--- config.mk ---
export PLATFORM = sky130hd
export DESIGN_NAME = relay_axis_interlock_controller
export DESIGN_NICKNAME = d
export VERILOG_FILES = /design/src/rtl/raic_pkg.sv /design/src/rtl/relay_axis_interlock_controller.sv
export SDC_FILE = /design/constraint.sdc
export NUM_CORES = 1
export LEC_CHECK = 0
export BUFFER_PORTS_ARGS = -buffer_cell sky130_fd_sc_hd__buf_2
export CORE_UTILIZATION = 60
export DETAILED_ROUTE_END_ITERATION = 10
export HOLD_SLACK_MARGIN = 0.12
export PLACE_DENSITY = 0.83
export SLEW_MARGIN = 20
export SYNTH_ARGS = -nofsm -noshare
export SYNTH_HDL_FRONTEND = slang
export SYNTH_SLANG_ARGS = --single-unit
--- constraint.sdc ---
create_clock -name clock -period 12.4 [get_ports clock]
set_input_delay 2.48 -clock clock [delete_from_list [all_inputs] [get_ports clock]]
set_output_delay 2.48 -clock clock [all_outputs]
set_load 0.01 [all_outputs]
--- src/rtl/raic_pkg.sv ---
// Types and codes shared by the relay interlock controller.
`default_nettype none

package raic_pkg;

   // Item kinds
   localparam logic OP_COMMAND = 1'b0;
   localparam logic OP_TICK    = 1'b1;

   // Device selectors
   localparam logic [3:0] DEV_LIGHT   = 4'd0;
   localparam logic [3:0] DEV_CURTAIN = 4'd1;
   localparam logic [3:0] DEV_SCREEN  = 4'd2;
   localparam logic [3:0] DEV_RAW     = 4'd3;

   // Light commands
   localparam logic [3:0] CMD_LIGHT_ON     = 4'd0;
   localparam logic [3:0] CMD_LIGHT_OFF    = 4'd1;
   localparam logic [3:0] CMD_LIGHT_TOGGLE = 4'd2;
   localparam logic [3:0] CMD_LIGHT_GET    = 4'd3;

   // Axis commands
   localparam logic [3:0] CMD_AXIS_FWD  = 4'd0;
   localparam logic [3:0] CMD_AXIS_REV  = 4'd1;
   localparam logic [3:0] CMD_AXIS_STOP = 4'd2;
   localparam logic [3:0] CMD_AXIS_GET  = 4'd3;

   // Raw relay commands
   localparam logic [3:0] CMD_RAW_ALL_OFF = 4'd0;
   localparam logic [3:0] CMD_RAW_SET     = 4'd1;
   localparam logic [3:0] CMD_RAW_GET     = 4'd2;

   // Payload lengths the raw commands expect
   localparam logic [7:0] RAW_SET_LEN = 8'd2;
   localparam logic [7:0] RAW_GET_LEN = 8'd1;

   // Error codes
   localparam logic [2:0] ERR_NONE      = 3'd0;
   localparam logic [2:0] ERR_PAYLOAD   = 3'd1;
   localparam logic [2:0] ERR_COMMAND   = 3'd2;
   localparam logic [2:0] ERR_INTERLOCK = 3'd3;
   localparam logic [2:0] ERR_DEVICE    = 3'd4;

   // Register indexes
   localparam logic [2:0] REG_DEADTIME      = 3'd0;
   localparam logic [2:0] REG_CURTAIN_LIMIT = 3'd1;
   localparam logic [2:0] REG_SCREEN_LIMIT  = 3'd2;
   localparam logic [2:0] REG_LIGHT_LINE    = 3'd3;
   localparam logic [2:0] REG_CURTAIN_OPEN  = 3'd4;
   localparam logic [2:0] REG_CURTAIN_CLOSE = 3'd5;
   localparam logic [2:0] REG_SCREEN_UP     = 3'd6;
   localparam logic [2:0] REG_SCREEN_DOWN   = 3'd7;

   // Register reset values
   localparam logic [15:0] DEADTIME_RST  = 16'd100;
   localparam logic [23:0] RUN_LIMIT_RST = 24'd30000;

   typedef enum logic [1:0] {
      MOT_STOP = 2'd0,
      MOT_FWD  = 2'd1,
      MOT_REV  = 2'd2
   } motion_type;

   typedef struct packed {
      motion_type  motion;
      motion_type  pending;
      logic [15:0] dead_left;
      logic [23:0] run_left;
   } axis_type;

endpackage

`default_nettype wire

--- src/rtl/relay_axis_interlock_controller.sv ---
// Relay interlock controller for one light and two reversing axes.
//
//  channel | direction | handshake          | contents
//  req_    | in        | req_valid/ready    | tick or command item
//  rsp_    | out       | rsp_valid/ready    | response fields and relay lines
//  csr_    | in/out    | APB psel/penable   | deadtime, run limits, line roles
//
// One item per cycle while the response side does not stall. An accepted item
// sits in the input register, is applied to the light, line and axis state
// and lands in the response register. A new item is taken while a response
// waits, as long as the input register is free. Reset clears the valid flags
// and the light, line and axis state and loads the register defaults.
`default_nettype none

module relay_axis_interlock_controller #(
   parameter int unsigned RELAY_LINES = 8
) (
   input  wire logic        clock,
   input  wire logic        reset,

   input  wire logic        req_valid,
   output logic             req_ready,
   input  wire logic        req_op,
   input  wire logic [7:0]  req_seq_tag,
   input  wire logic [3:0]  req_device_sel,
   input  wire logic [3:0]  req_command_code,
   input  wire logic [7:0]  req_channel_index,
   input  wire logic [7:0]  req_channel_level,
   input  wire logic [7:0]  req_payload_count,

   output logic             rsp_valid,
   input  wire logic        rsp_ready,
   output logic             rsp_responded,
   output logic [7:0]       rsp_seq_echo,
   output logic [3:0]       rsp_device_echo,
   output logic [3:0]       rsp_command_echo,
   output logic             rsp_status_ok,
   output logic [2:0]       rsp_error_code,
   output logic [1:0]       rsp_state_value,
   output logic [7:0]       rsp_relay_lines,

   input  wire logic        csr_psel,
   input  wire logic        csr_penable,
   input  wire logic        csr_pwrite,
   input  wire logic [4:0]  csr_paddr,
   input  wire logic [31:0] csr_pwdata,
   output logic [31:0]      csr_prdata,
   output logic             csr_pready
);

   import raic_pkg::*;

   localparam int unsigned IDX_W = $clog2(RELAY_LINES);

   typedef struct packed {
      axis_type               ax;
      logic [RELAY_LINES-1:0] lines;
      logic                   refused;
   } go_type;

   // ---------------------------------------------------------------- helpers

   // Out-of-range line indexes are ignored on write and read as 0
   function automatic logic [RELAY_LINES-1:0] line_set(
      input logic [RELAY_LINES-1:0] v,
      input logic [7:0]             idx,
      input logic                   on
   );
      logic [RELAY_LINES-1:0] r;
      r = v;
      if (32'(idx) < RELAY_LINES) begin
         r[idx[IDX_W-1:0]] = on;
      end
      return r;
   endfunction

   function automatic logic line_get(
      input logic [RELAY_LINES-1:0] v,
      input logic [7:0]             idx
   );
      logic r;
      r = 1'b0;
      if (32'(idx) < RELAY_LINES) begin
         r = v[idx[IDX_W-1:0]];
      end
      return r;
   endfunction

   function automatic go_type axis_go(
      input axis_type               ax,
      input motion_type             dir,
      input logic [23:0]            limit,
      input logic [15:0]            deadtime,
      input logic [7:0]             fl,
      input logic [7:0]             rl,
      input logic [RELAY_LINES-1:0] lines
   );
      go_type r;
      r.ax      = ax;
      r.lines   = lines;
      r.refused = 1'b0;
      if (ax.motion != MOT_STOP) begin
         if (ax.motion == dir) begin
            r.ax.run_left = limit;
         end else begin
            // reversal: drop both relays and arm the deadtime
            r.lines        = line_set(line_set(lines, fl, 1'b0), rl, 1'b0);
            r.ax.motion    = MOT_STOP;
            r.ax.pending   = dir;
            r.ax.dead_left = deadtime;
         end
      end else if (ax.pending != MOT_STOP && ax.dead_left != 16'd0) begin
         r.refused = 1'b1;
      end else begin
         if (dir == MOT_FWD) begin
            r.lines = line_set(line_set(lines, rl, 1'b0), fl, 1'b1);
         end else begin
            r.lines = line_set(line_set(lines, fl, 1'b0), rl, 1'b1);
         end
         r.ax.motion   = dir;
         r.ax.run_left = limit;
         r.ax.pending  = MOT_STOP;
      end
      return r;
   endfunction

   // ---------------------------------------------------------------- config

   logic [15:0] deadtime_ff;
   logic [23:0] curtain_limit_ff;
   logic [23:0] screen_limit_ff;
   logic [2:0]  light_line_ff;
   logic [2:0]  curtain_open_ff;
   logic [2:0]  curtain_close_ff;
   logic [2:0]  screen_up_ff;
   logic [2:0]  screen_down_ff;
   logic        csr_write;
   logic [2:0]  csr_index;

   assign csr_pready = 1'b1;
   assign csr_write  = csr_psel & csr_penable & csr_pwrite;
   assign csr_index  = csr_paddr[4:2];

   always_ff @(posedge clock) begin
      if (reset) begin
         deadtime_ff      <= DEADTIME_RST;
         curtain_limit_ff <= RUN_LIMIT_RST;
         screen_limit_ff  <= RUN_LIMIT_RST;
         light_line_ff    <= 3'd0;
         curtain_open_ff  <= 3'd1;
         curtain_close_ff <= 3'd2;
         screen_up_ff     <= 3'd3;
         screen_down_ff   <= 3'd4;
      end else if (csr_write) begin
         case (csr_index)
            REG_DEADTIME:      deadtime_ff      <= csr_pwdata[15:0];
            REG_CURTAIN_LIMIT: curtain_limit_ff <= csr_pwdata[23:0];
            REG_SCREEN_LIMIT:  screen_limit_ff  <= csr_pwdata[23:0];
            REG_LIGHT_LINE:    light_line_ff    <= csr_pwdata[2:0];
            REG_CURTAIN_OPEN:  curtain_open_ff  <= csr_pwdata[2:0];
            REG_CURTAIN_CLOSE: curtain_close_ff <= csr_pwdata[2:0];
            REG_SCREEN_UP:     screen_up_ff     <= csr_pwdata[2:0];
            REG_SCREEN_DOWN:   screen_down_ff   <= csr_pwdata[2:0];
            default: ;
         endcase
      end
   end

   always_comb begin
      case (csr_index)
         REG_DEADTIME:      csr_prdata = {16'd0, deadtime_ff};
         REG_CURTAIN_LIMIT: csr_prdata = {8'd0, curtain_limit_ff};
         REG_SCREEN_LIMIT:  csr_prdata = {8'd0, screen_limit_ff};
         REG_LIGHT_LINE:    csr_prdata = {29'd0, light_line_ff};
         REG_CURTAIN_OPEN:  csr_prdata = {29'd0, curtain_open_ff};
         REG_CURTAIN_CLOSE: csr_prdata = {29'd0, curtain_close_ff};
         REG_SCREEN_UP:     csr_prdata = {29'd0, screen_up_ff};
         REG_SCREEN_DOWN:   csr_prdata = {29'd0, screen_down_ff};
         default:           csr_prdata = 32'd0;
      endcase
   end

   // Per-axis views: index 0 curtain, 1 screen
   logic [7:0]  fwd_idx [2];
   logic [7:0]  rev_idx [2];
   logic [23:0] limit   [2];

   assign fwd_idx[0] = {5'd0, curtain_open_ff};
   assign rev_idx[0] = {5'd0, curtain_close_ff};
   assign fwd_idx[1] = {5'd0, screen_up_ff};
   assign rev_idx[1] = {5'd0, screen_down_ff};
   assign limit[0]   = curtain_limit_ff;
   assign limit[1]   = screen_limit_ff;

   // ---------------------------------------------------------------- input stage

   logic       in_valid_ff;
   logic       in_valid_in;
   logic       in_op_ff;
   logic [7:0] in_seq_ff;
   logic [3:0] in_dev_ff;
   logic [3:0] in_cmd_ff;
   logic [7:0] in_chan_ff;
   logic [7:0] in_lvl_ff;
   logic [7:0] in_plen_ff;
   logic       advance;
   logic       req_take;

   logic       out_valid_ff;
   logic       out_valid_in;

   assign advance   = in_valid_ff & (~out_valid_ff | rsp_ready);
   assign req_ready = ~in_valid_ff | advance;
   assign req_take  = req_valid & req_ready;

   always_comb begin
      in_valid_in = in_valid_ff;
      if (req_take) begin
         in_valid_in = 1'b1;
      end else if (advance) begin
         in_valid_in = 1'b0;
      end
      out_valid_in = out_valid_ff;
      if (advance) begin
         out_valid_in = 1'b1;
      end else if (rsp_ready) begin
         out_valid_in = 1'b0;
      end
   end

   always_ff @(posedge clock) begin
      if (req_take) begin
         in_op_ff   <= req_op;
         in_seq_ff  <= req_seq_tag;
         in_dev_ff  <= req_device_sel;
         in_cmd_ff  <= req_command_code;
         in_chan_ff <= req_channel_index;
         in_lvl_ff  <= req_channel_level;
         in_plen_ff <= req_payload_count;
      end
   end

   // ---------------------------------------------------------------- state update

   logic                   light_flag_ff;
   logic                   light_flag_in;
   logic [RELAY_LINES-1:0] lines_ff;
   logic [RELAY_LINES-1:0] lines_in;
   axis_type               axis_ff [2];
   axis_type               axis_in [2];

   logic       responded_in;
   logic [2:0] err_in;
   logic [1:0] val_in;
   logic [31:0] lines_wide;

   logic        responded_ff;
   logic [7:0]  seq_echo_ff;
   logic [3:0]  dev_echo_ff;
   logic [3:0]  cmd_echo_ff;
   logic [2:0]  err_ff;
   logic [1:0]  val_ff;
   logic [7:0]  relay_ff;

   logic ax_sel;
   assign ax_sel = (in_dev_ff == DEV_SCREEN);

   always_comb begin
      go_type     g;
      motion_type p;
      g             = '0;
      p             = MOT_STOP;
      light_flag_in = light_flag_ff;
      lines_in      = lines_ff;
      axis_in[0]    = axis_ff[0];
      axis_in[1]    = axis_ff[1];
      responded_in  = 1'b0;
      err_in        = ERR_NONE;
      val_in        = 2'd0;

      if (in_op_ff == OP_TICK) begin
         // axes are handled in order; line writes of the screen land last
         for (int a = 0; a < 2; a++) begin
            if (axis_in[a].dead_left != 16'd0) begin
               axis_in[a].dead_left = axis_in[a].dead_left - 16'd1;
            end
            if (axis_in[a].run_left != 24'd0) begin
               axis_in[a].run_left = axis_in[a].run_left - 24'd1;
            end
            if (axis_in[a].pending != MOT_STOP && axis_in[a].dead_left == 16'd0) begin
               p                  = axis_in[a].pending;
               axis_in[a].pending = MOT_STOP;
               g = axis_go(axis_in[a], p, limit[a], deadtime_ff,
                           fwd_idx[a], rev_idx[a], lines_in);
               axis_in[a] = g.ax;
               lines_in   = g.lines;
            end
            if (axis_in[a].motion != MOT_STOP && axis_in[a].run_left == 24'd0) begin
               lines_in   = line_set(line_set(lines_in, fwd_idx[a], 1'b0),
                                     rev_idx[a], 1'b0);
               axis_in[a] = '0;
            end
         end
      end else begin
         case (in_dev_ff)
            DEV_LIGHT: begin
               responded_in = 1'b1;
               case (in_cmd_ff)
                  CMD_LIGHT_ON: begin
                     light_flag_in = 1'b1;
                     lines_in = line_set(lines_in, {5'd0, light_line_ff}, 1'b1);
                  end
                  CMD_LIGHT_OFF: begin
                     light_flag_in = 1'b0;
                     lines_in = line_set(lines_in, {5'd0, light_line_ff}, 1'b0);
                  end
                  CMD_LIGHT_TOGGLE: begin
                     light_flag_in = ~light_flag_ff;
                     lines_in = line_set(lines_in, {5'd0, light_line_ff}, ~light_flag_ff);
                  end
                  CMD_LIGHT_GET: ;
                  default: err_in = ERR_COMMAND;
               endcase
               val_in = {1'b0, light_flag_in};
            end
            DEV_CURTAIN, DEV_SCREEN: begin
               responded_in = 1'b1;
               case (in_cmd_ff)
                  CMD_AXIS_FWD, CMD_AXIS_REV: begin
                     p = (in_cmd_ff == CMD_AXIS_FWD) ? MOT_FWD : MOT_REV;
                     g = axis_go(axis_ff[ax_sel], p, limit[ax_sel], deadtime_ff,
                                 fwd_idx[ax_sel], rev_idx[ax_sel], lines_ff);
                     axis_in[ax_sel] = g.ax;
                     lines_in        = g.lines;
                     err_in          = g.refused ? ERR_INTERLOCK : ERR_NONE;
                  end
                  CMD_AXIS_STOP: begin
                     lines_in = line_set(line_set(lines_ff, fwd_idx[ax_sel], 1'b0),
                                         rev_idx[ax_sel], 1'b0);
                     axis_in[ax_sel] = '0;
                  end
                  CMD_AXIS_GET: ;
                  default: err_in = ERR_COMMAND;
               endcase
               val_in = 2'(axis_in[ax_sel].motion);
            end
            DEV_RAW: begin
               responded_in = 1'b1;
               case (in_cmd_ff)
                  CMD_RAW_ALL_OFF: begin
                     lines_in      = '0;
                     light_flag_in = 1'b0;
                     axis_in[0]    = '0;
                     axis_in[1]    = '0;
                  end
                  CMD_RAW_SET: begin
                     if (in_plen_ff == RAW_SET_LEN) begin
                        lines_in = line_set(lines_ff, in_chan_ff, in_lvl_ff != 8'd0);
                        if (32'(in_chan_ff) >= RELAY_LINES) begin
                           err_in = ERR_PAYLOAD;
                        end
                        val_in = {1'b0, line_get(lines_in, in_chan_ff)};
                     end else begin
                        err_in = ERR_COMMAND;
                     end
                  end
                  CMD_RAW_GET: begin
                     if (in_plen_ff == RAW_GET_LEN) begin
                        val_in = {1'b0, line_get(lines_ff, in_chan_ff)};
                     end else begin
                        err_in = ERR_COMMAND;
                     end
                  end
                  default: err_in = ERR_COMMAND;
               endcase
            end
            default: err_in = ERR_DEVICE;
         endcase
      end
   end

   assign lines_wide = 32'(lines_in);

   always_ff @(posedge clock) begin
      if (reset) begin
         light_flag_ff <= 1'b0;
         lines_ff      <= '0;
         axis_ff[0]    <= '0;
         axis_ff[1]    <= '0;
      end else if (advance) begin
         light_flag_ff <= light_flag_in;
         lines_ff      <= lines_in;
         axis_ff[0]    <= axis_in[0];
         axis_ff[1]    <= axis_in[1];
      end
   end

   // ---------------------------------------------------------------- response stage

   always_ff @(posedge clock) begin
      if (reset) begin
         in_valid_ff  <= 1'b0;
         out_valid_ff <= 1'b0;
      end else begin
         in_valid_ff  <= in_valid_in;
         out_valid_ff <= out_valid_in;
      end
   end

   // ticks carry nothing but the relay lines
   always_ff @(posedge clock) begin
      if (advance) begin
         responded_ff <= responded_in;
         seq_echo_ff  <= (in_op_ff == OP_TICK) ? 8'd0 : in_seq_ff;
         dev_echo_ff  <= (in_op_ff == OP_TICK) ? 4'd0 : in_dev_ff;
         cmd_echo_ff  <= (in_op_ff == OP_TICK) ? 4'd0 : in_cmd_ff;
         err_ff       <= err_in;
         val_ff       <= val_in;
         relay_ff     <= lines_wide[7:0];
      end
   end

   assign rsp_valid        = out_valid_ff;
   assign rsp_responded    = responded_ff;
   assign rsp_seq_echo     = seq_echo_ff;
   assign rsp_device_echo  = dev_echo_ff;
   assign rsp_command_echo = cmd_echo_ff;
   assign rsp_status_ok    = (err_ff == ERR_NONE) & responded_ff;
   assign rsp_error_code   = err_ff;
   assign rsp_state_value  = val_ff;
   assign rsp_relay_lines  = relay_ff;

   // ---------------------------------------------------------------- checks

   // a pending direction only exists while the axis is stopped
   a_curtain_pending_stopped: assert property (@(posedge clock) disable iff (reset)
      axis_ff[0].pending != MOT_STOP |-> axis_ff[0].motion == MOT_STOP)
      else $error("curtain has a pending direction while moving");

   a_screen_pending_stopped: assert property (@(posedge clock) disable iff (reset)
      axis_ff[1].pending != MOT_STOP |-> axis_ff[1].motion == MOT_STOP)
      else $error("screen has a pending direction while moving");

   // the request side only stalls when both stages are occupied
   a_stall_full: assert property (@(posedge clock) disable iff (reset)
      !req_ready |-> in_valid_ff && out_valid_ff && !rsp_ready)
      else $error("request stalled with a free stage");

endmodule

`default_nettype wire
## After elaboration in Yosys (flattened, before gate mapping)

Memory sizes are Yosys's and may differ from the RTL's.
Index checks and enable logic that the tools add are counted.

| word-level totals | value |
|---|---|
| input bits | 85 |
| word-level logic and storage cells | 384 |
| memories kept | 1 |
| bits in writable memories | 88 |
| register bits | 161 |

Memories:

| name | words | width | read ports | clocked after memory_dff | write ports | line | source |
|---|---|---|---|---|---|---|---|
| axis_ff | 2 | 44 | 3 | 0 | 2 | relay_axis_interlock_controller.sv:249 | `axis_type axis_ff [2];` |

| cells by class | value |
|---|---|
| reductions and logical operators | 53 |
| order comparisons | 26 |
| equal/unequal tests | 22 |
| muxes and demuxes | 207 |
| add/subtract/negate cells | 4 |
| bitwise gates (word level) | 45 |

Operators by type and width:

| operator | count |
|---|---|
| 8-bit two-way mux | 92 |
| 44-bit two-way mux | 12 |
| 88-bit case mux with 2 select lines | 2 |
| 32-bit case mux with 8 select lines | 1 |
| 32-bit two-way mux | 7 |
| 24-bit two-way mux | 8 |
| 88-bit two-way mux | 2 |
| 16-bit two-way mux | 10 |
| 8-bit AND | 15 |
| 88-bit AND | 1 |
| 88-bit bitwise mux | 1 |
| 88-bit inverter | 1 |
| 20-bit two-way mux | 3 |
| 8-bit inverter | 7 |
| 8-bit OR | 7 |
| 24-bit zero test | 2 |
| 3-bit by 4-bit < comparator with 1-bit output (second input constant) | 12 |
| 8-bit case mux with 3 select lines | 2 |
| 16-bit nonzero test | 3 |
| 24-bit nonzero test | 2 |
| 24-bit by 1-bit subtractor with 24-bit output (second input constant) | 2 |
| 44-bit demux with 1-bit select | 1 |
| 16-bit zero test | 2 |
| 8-bit case mux with 2 select lines | 2 |
| other kinds (41) | 160 |

## Logic depth before layout (Yosys ltp)

Gate-level depths: netlist of the first run.

| depth | value |
|---|---|
| word-level depth | 45 |
| mapped depth | 17 |
| mapped depth without buffers | 13 |

## Least setup slack after synthesis of the first run

OpenSTA, ideal clock, no wires.

| path | value |
|---|---|
| kind | input to register |
| from | input rsp_ready |
| to | memory axis_ff[0][0] (netlist bit) (enable) |
| data required time | 11.962 ns |
| arrival time | 5.951 ns |
| setup time | 0.438 ns |
| stages on the path | 7 |
| path slack | 6.011 ns |
| path buffers | 2 |
| cell sequence | nor2b_1 -> nand2b_1 -> clkbuf_1 -> inv_1 -> clkbuf_1 -> a21oi_1 -> inv_1 |

RTL lines:

| item | line | source |
|---|---|---|
| start: declaration | relay_axis_interlock_controller.sv:32 | `input wire logic rsp_ready,` |
| end: declaration | relay_axis_interlock_controller.sv:249 |  |

## Worst setup path in the final report of the first run

| path | value |
|---|---|
| from | input csr_paddr[2] |
| to | output csr_prdata[20] |

| between the ends | value |
|---|---|
| word-level cells in the longest chain between the ends | 2 |

Ends and longest elaborated chain:

| item | line | source |
|---|---|---|
| start: declaration | relay_axis_interlock_controller.sv:45 | `input wire logic [4:0] csr_paddr,` |
| 3-bit equality test, or another cell as far along | relay_axis_interlock_controller.sv:170 | `case (csr_index)` |
| 32-bit case mux with 8 select lines (*) | relay_axis_interlock_controller.sv:170 |  |
| end: declaration | relay_axis_interlock_controller.sv:47 | `output logic [31:0] csr_prdata,` |

Mark *: on every way between the ends. The rest lies on a longest branch, timed or not. The select of a mux whose other input is x is not followed.

==> impl_metrics.env, run 1 <==
export IMPL_timing_worst_slew_pin_value_ns=1.068
export IMPL_synth_area_um2=16680
export IMPL_gp_congestion=0.9465
export IMPL_filler_cell_count=2221
export IMPL_via_count=16500
export IMPL_met3WireLength_um=5039
export IMPL_async_flop_share_pct=0
export IMPL_average_vias_per_placed_instance=6.760
export IMPL_synth_edf_count=159
export IMPL_flow_area_growth_from_synthesis_pct=9.541
export IMPL_placement_rows=60
export IMPL_die_w_um=168.7
export IMPL_crit_path_max_incr_delay_ns=0.58
export IMPL_largest_net_degree_at_the_start_of_global_routing=94
export IMPL_drive_gt1_share_pct=12.68
export IMPL_wirelength_met1_um=21030
export IMPL_hold_viol=0
export IMPL_critical_path_cell_chain="buf_2 > nor2b_1 > buf_4 > a22oi_1 > nor2_1 > buf_2"
export IMPL_grt_ovfl_total=0
export IMPL_finalCriticalPeriod_ns=6.731
export IMPL_cellLeakagePower_nw=6.396
export IMPL_core_um2=27100
export IMPL_tritoncts_num_buffers=27
export IMPL_critPathLaunchType="input port"
export IMPL_rsz0062_at_grt="false"
export IMPL_post_synth_cell_area_avg_um2=8.295
export IMPL_final_max_slew_violation_count=0
export IMPL_cap_violations=0
export IMPL_place_worst_setup_slack_ns=5.692
export IMPL_number_of_top_level_pins=151
export IMPL_drt_iter0_drc=2008
export IMPL_yosys_cell_count_top_type="sky130_fd_sc_hd__nand2_1"
export IMPL_clock_skew_ns=0.01325
export IMPL_synthFlopType="sky130_fd_sc_hd__edfxtp_1"
export IMPL_cts_root_buf="sky130_fd_sc_hd__clkbuf_16"
export IMPL_clock_tree_buffer_depth=3
export IMPL_tritoncts_num_sinks=249
export IMPL_dp_hpwl_um=35810
export IMPL_yosys_cell_types_count=82
export IMPL_final_period_utilization_pct=54.28
export IMPL_timing_critical_path_fanout_max=25
export IMPL_worst_setup_hold_path_clk_slew_ns=0.06
export IMPL_report_final_setup_viol=0
export IMPL_multiInputGateArea_um2=9410
export IMPL_routed_wl_met2_um=23510
export IMPL_run_status="complete, no violations"
export IMPL_io_buffer_count=131
export IMPL_synth_yosys_warnings=0
export IMPL_setup_tns_ns=0
export IMPL_timing_fmax_mhz=148.6
export IMPL_grt_pass1_wl_um=81650
export IMPL_floorplan_initialDensity_pct=61.55
export IMPL_grt_util_all_layers_pct=35.67
export IMPL_slew_headroom_pct=28.79
export IMPL_tritoncts_clock_tree="yes"
export IMPL_worstSetupPathType="in -> out"
export IMPL_ff_latch_area_um2=6576
export IMPL_cts_post_setup_buffers_inserted=0
export IMPL_setup_ws_ns=5.669
export IMPL_postSynthCellCount=2011
export IMPL_synth_top_cells_by_area="sky130_fd_sc_hd__edfxtp_1 (29%), sky130_fd_sc_hd__dfxtp_1 (11%), sky130_fd_sc_hd__nand2_1 (5.9%), sky130_fd_sc_hd__a21oi_1 (5.4%), sky130_fd_sc_hd__nor2_1 (4.8%)"
export IMPL_worst_endpoint_arrival_ns=4.25
export IMPL_netlist_top_cell_by_area="sky130_fd_sc_hd__edfxtp_1"
export IMPL_final_net_count=2135
export IMPL_synth_top_area_share_pct=28.62
export IMPL_required_ns=9.92
export IMPL_antenna_violating_nets_remaining=0
export IMPL_dr_pass1_iters=6
export IMPL_wirelength_um=51260
export IMPL_synth_seq_cells=249
export IMPL_cts_resized=0
export IMPL_yosysSeqAreaShare_pct=39.42
export IMPL_htreeDepth=1
export IMPL_fp_dieArea_um2=28470
export IMPL_hp_class="reg -> reg"
export IMPL_drcViolationCount=0
export IMPL_crit_path_frequent_cell="sky130_fd_sc_hd__buf_2"
export IMPL_worstSetupEndpointType="primary output"
export IMPL_chip_height_um=168.7
export IMPL_routed_top_layer="met4"
export IMPL_first_global_vias=15400
export IMPL_postCtsHoldBufs=0
export IMPL_power_ir_vdd_worst_uv=100.7
export IMPL_wirelength_per_cell_um=21.00
export IMPL_fin_hold_ws_ns=0.5186
export IMPL_cell_types_with_the_highest_counts_after_synthesis="sky130_fd_sc_hd__nand2_1 (263), sky130_fd_sc_hd__nor2_1 (215), sky130_fd_sc_hd__a21oi_1 (180)"
export IMPL_powerDensity_nw_per_um2=112.5
export IMPL_cpMaxStageDelayCell="sky130_fd_sc_hd__nor2b_1"
export IMPL_antenna_found_initial=3
export IMPL_clkLatencyLatePin_ns=0.55
==> where the power goes <==
group	total (mW)	internal [mW]	switching [mW]
Clock	0.803	0.457	0.345
Sequential	0.975	0.924	0.0512
Combinational	0.278	0.107	0.171
Total	2.06	1.49	0.568
==> final cells by class <==
class	instances	area share, %
Clock buffer	39	4.451
Sequential cell	249	35.99
Timing Repair Buffer	153	4.512
Clock inverter	11	0.3766
Tap cell	372	2.547
Inverter	28	0.5820
Antenna cell	3	0.04108
Multi-Input combinational cell	1586	51.50
==> critical path, delay by kind of cell <==
| family | cells | cell delay (ns) |
|---|---|---|
| buffers and inverters | 3 | 0.90 |
| AO/OA/AOI/OAI | 1 | 0.12 |
| AND/OR/NAND/NOR | 2 | 0.72 |
==> state kept, by name (all words and copies together), names as in the netlist, 2 cells and up <==
name              cells
curtain_limit_ff     24
screen_down_ff        3
rsp_state_value       2
curtain_close_ff      3
rsp_relay_lines       8
in_cmd_ff             4
curtain_open_ff       3
rsp_error_code        3
deadtime_ff          16
screen_limit_ff      24
in_chan_ff            8
rsp_device_echo       4
rsp_command_echo      4
lines_ff              8
in_lvl_ff             8
light_line_ff         3
axis_ff              88
in_plen_ff            8
screen_up_ff          3
rsp_seq_echo          8
in_dev_ff             4
in_seq_ff             8
==> placed cells by master (no fill, tap or decap), types with 46 or more instances in the layout <==
cell type / netlist / routed
sky130_fd_sc_hd__nor2_1: 215 / 210
sky130_fd_sc_hd__a22oi_1: 104 / 104
sky130_fd_sc_hd__nor2b_1: 46 / 46
sky130_fd_sc_hd__nand2_1: 263 / 263
sky130_fd_sc_hd__buf_2: 13 / 131
sky130_fd_sc_hd__dfxtp_1: 90 / 90
sky130_fd_sc_hd__o22ai_1: 87 / 87
sky130_fd_sc_hd__mux2i_1: 51 / 51
sky130_fd_sc_hd__o21ai_0: 95 / 95
sky130_fd_sc_hd__a21oi_1: 180 / 180
sky130_fd_sc_hd__nor3_1: 49 / 48
sky130_fd_sc_hd__edfxtp_1: 159 / 159
==> final timing paths <==
path             startpoint  cells past startpoint             end  slack (ns)
min reg2reg     in_valid_ff                      2       rsp_valid        0.52
max reg2reg  axis_ff[0][24]                     12  axis_ff[0][39]        7.15
max            csr_paddr[2]                      6  csr_prdata[20]        5.67
min             in_valid_ff                      2       rsp_valid        0.52
==> logic make-up (layout without fill, tap and decap cells) <==
kind of cell	after synthesis	in the layout	share of synthesized area (%)
and+or+nand+nor	839	839	25.07
AOI/OAI and AO/OA	614	614	23.37
DFF	249	249	39.42
buffers and inverters	183	231	4.508
muxes	70	70	4.628
xor gates and xnor gates	49	49	2.573
adders and majority gates	5	5	0.3750
other	2	12	0.04502
==> stage by stage <==
stage          util (%)  power (mW)  instance area, µm²  std cells
2_1_floorplan         -       1.180               16710       2018
3_3_place_gp      64.08       1.253               17370       2388
3_5_place_dp      64.09       1.262               17370       2388
4_1_cts           67.34       2.048               18250       2438
5_1_grt           67.42       2.117               18270       2441
6_report          67.42       2.056               18270       2441
==> metal layers <==
layer | global-route usage [%] | up-vias
li1 | - | 7567
met1 | 49.70 | 7884
met2 | 55.64 | 915
met3 | 6.289 | 136
met4 | 13.04 | 0
met5 | 0 | -
(Power assumes the default switching activity.)
==> run 2: changes to the inputs <==
- clock period: 12.4 -> 6.9 ns (I/O delays scaled with it)
==> run 2 against run 1 <==
Against the previous run: register-to-register slack got worse by 5.6 ns; clock power increased by 82%; global-route usage decreased by 0.91 points; critical path depth increased by 8; clock-buffer cell count decreased by 2.
==> impl_metrics.env, run 2 (synthesis gave the netlist of run 1 again) <==
export IMPL_run_status="complete, no violations"
export IMPL_cap_violations=0
export IMPL_tritoncts_num_sinks=249
export IMPL_chip_height_um=168.7
export IMPL_required_ns=7.26
export IMPL_rsz0062_at_grt="false"
export IMPL_fp_dieArea_um2=28470
export IMPL_antenna_violating_nets_remaining=0
export IMPL_final_max_slew_violation_count=0
export IMPL_critPathLaunchType="register"
export IMPL_drt_iter0_drc=2503
export IMPL_drive_gt1_share_pct=12.36
export IMPL_worstSetupPathType="reg -> reg"
export IMPL_top_regs="axis_ff (88), curtain_limit_ff (24), screen_limit_ff (24)"
export IMPL_finalCriticalPeriod_ns=5.324
export IMPL_fin_hold_ws_ns=0.5188
export IMPL_cellLeakagePower_nw=6.371
export IMPL_largest_register_ffs=88
export IMPL_antenna_found_initial=4
export IMPL_floorplan_initialDensity_pct=61.55
export IMPL_average_vias_per_placed_instance=6.818
export IMPL_report_final_setup_viol=0
export IMPL_timing_critical_path_fanout_max=37
export IMPL_layout_cells_most_common_list="sky130_fd_sc_hd__nand2_1 (263), sky130_fd_sc_hd__nor2_1 (211), sky130_fd_sc_hd__a21oi_1 (180)"
export IMPL_clock_tree_buffer_depth=3
export IMPL_timing_fmax_mhz=187.8
export IMPL_postCtsHoldBufs=0
export IMPL_gp_congestion=1.034
export IMPL_crit_reg2reg_capture="axis_ff[0][10]"
export IMPL_drcViolationCount=0
export IMPL_cts_root_buf="sky130_fd_sc_hd__clkbuf_16"
export IMPL_hold_viol=0
export IMPL_first_global_vias=15210
export IMPL_cts_resized=0
export IMPL_die_w_um=168.7
export IMPL_cts_post_setup_buffers_inserted=0
export IMPL_worstSetupEndpointType="register"
export IMPL_critPathCapture="axis_ff[0][10]"
export IMPL_powerDensity_nw_per_um2=203.4
export IMPL_critical_path_cell_chain="inv_1 > ha_1 > or4b_2 > nor4_4 > nor3_1 > nor4_2 > nand4_1 > nand2b_1 > buf_4 > nor4b_4 > o32ai_4 > nand2b_1 > buf_4 > o22ai_1"
export IMPL_core_um2=27100
export IMPL_grt_util_all_layers_pct=34.76
export IMPL_worst_setup_hold_path_clk_slew_ns=0.06
export IMPL_wirelength_um=50130
export IMPL_flow_area_growth_from_synthesis_pct=9.414
export IMPL_final_net_count=2133
export IMPL_regToRegStartpoint="axis_ff[0][24]"
export IMPL_power_ir_vdd_worst_uv=211.8
export IMPL_grt_pass1_wl_um=80250
export IMPL_number_of_top_level_pins=151
export IMPL_grt_ovfl_total=0
export IMPL_setup_tns_ns=0
export IMPL_io_buffer_count=131
export IMPL_placement_rows=60
export IMPL_slew_headroom_pct=23.43
export IMPL_placed_area_um2=17350
export IMPL_wirelength_per_cell_um=20.55
export IMPL_final_period_utilization_pct=77.16
export IMPL_worst_endpoint_arrival_ns=5.68
export IMPL_startpoint="axis_ff[0][24]"
export IMPL_clock_skew_ns=0.01881
export IMPL_most_common_cell_after_layout_fill_and_taps_aside="sky130_fd_sc_hd__nand2_1"
export IMPL_tritoncts_num_buffers=27
export IMPL_crit_path_max_incr_delay_ns=0.66
export IMPL_timing_worst_slew_pin_value_ns=1.144
export IMPL_dp_hpwl_um=34920
export IMPL_worstRegToRegCells=14
export IMPL_dr_pass1_iters=6
export IMPL_biggest_register="axis_ff"
export IMPL_hp_class="reg -> reg"
export IMPL_cpMaxStageDelayCell="sky130_fd_sc_hd__or4b_2"
export IMPL_htreeDepth=1
export IMPL_tritoncts_clock_tree="yes"
export IMPL_largest_net_degree_at_the_start_of_global_routing=93
export IMPL_clkLatencyLatePin_ns=0.55
export IMPL_filler_cell_count=2233
export IMPL_reg2reg_setup_slack_ns=1.58
export IMPL_via_count=16630
export IMPL_finish_instance_area_um2=18250
[run 2: critical path: cells and delay by family, from the launching register on]
kind | cells | cell delay [ns]
and+or+nand+nor | 8 | 2.84
buffers and inverters | 3 | 0.77
AOI/OAI and AO/OA | 2 | 0.61
DFF | 1 | 0.54
adders and majority gates | 1 | 0.34
[run 2: final cells by class]
type | instances | area (µm²) | share of cell area [%]
inverters | 28 | 106.4 | 0.5827
flip-flops and latches | 249 | 6576 | 36.03
well taps | 372 | 465.4 | 2.550
multi-input cells | 1586 | 9418 | 51.60
clock inverters | 12 | 136.4 | 0.7472
diodes | 4 | 10.01 | 0.05484
repair buffers | 151 | 805.8 | 4.415
clock buffers | 37 | 733.2 | 4.017
[run 2: worst min path at each step]
stage / from / end / slack [ns] / depth (start not counted)
after global placement: screen_limit_ff[11] / screen_limit_ff[11] / 0.50 / 2
final: screen_limit_ff[19] / screen_limit_ff[19] / 0.52 / 2
after CTS: screen_limit_ff[19] / screen_limit_ff[19] / 0.51 / 2
after detailed placement: screen_limit_ff[19] / screen_limit_ff[19] / 0.51 / 2
after global routing: curtain_limit_ff[22] / curtain_limit_ff[22] / 0.55 / 2
after floorplan: curtain_limit_ff[0] / curtain_limit_ff[0] / 0.47 / 2
[run 2: metal layers]
layer  up-vias  track usage [%]  share of wire, %
met4         0            13.79               4.2
met2      1028            54.40                45
met1      7874            48.26                40
met5         -                0                 0
li1       7551                -                 -
met3       175            5.471                11
[run 2: through the flow]
step	setup WS, ns	util [%]	total power [mW]	std cells
floorplan	1.611	-	2.121	2018
global placement	1.954	64.02	2.245	2386
detailed placement	1.804	64.02	2.264	2386
CTS	1.804	67.23	3.700	2435
global route	1.461	67.35	3.819	2439
finish	1.576	67.35	3.712	2439
[run 2: power breakdown]
group / internal, mW / total [mW] / switching, mW
clock: 0.852 / 1.46 / 0.608
combinational: 0.192 / 0.499 / 0.308
sequential: 1.66 / 1.75 / 0.0919
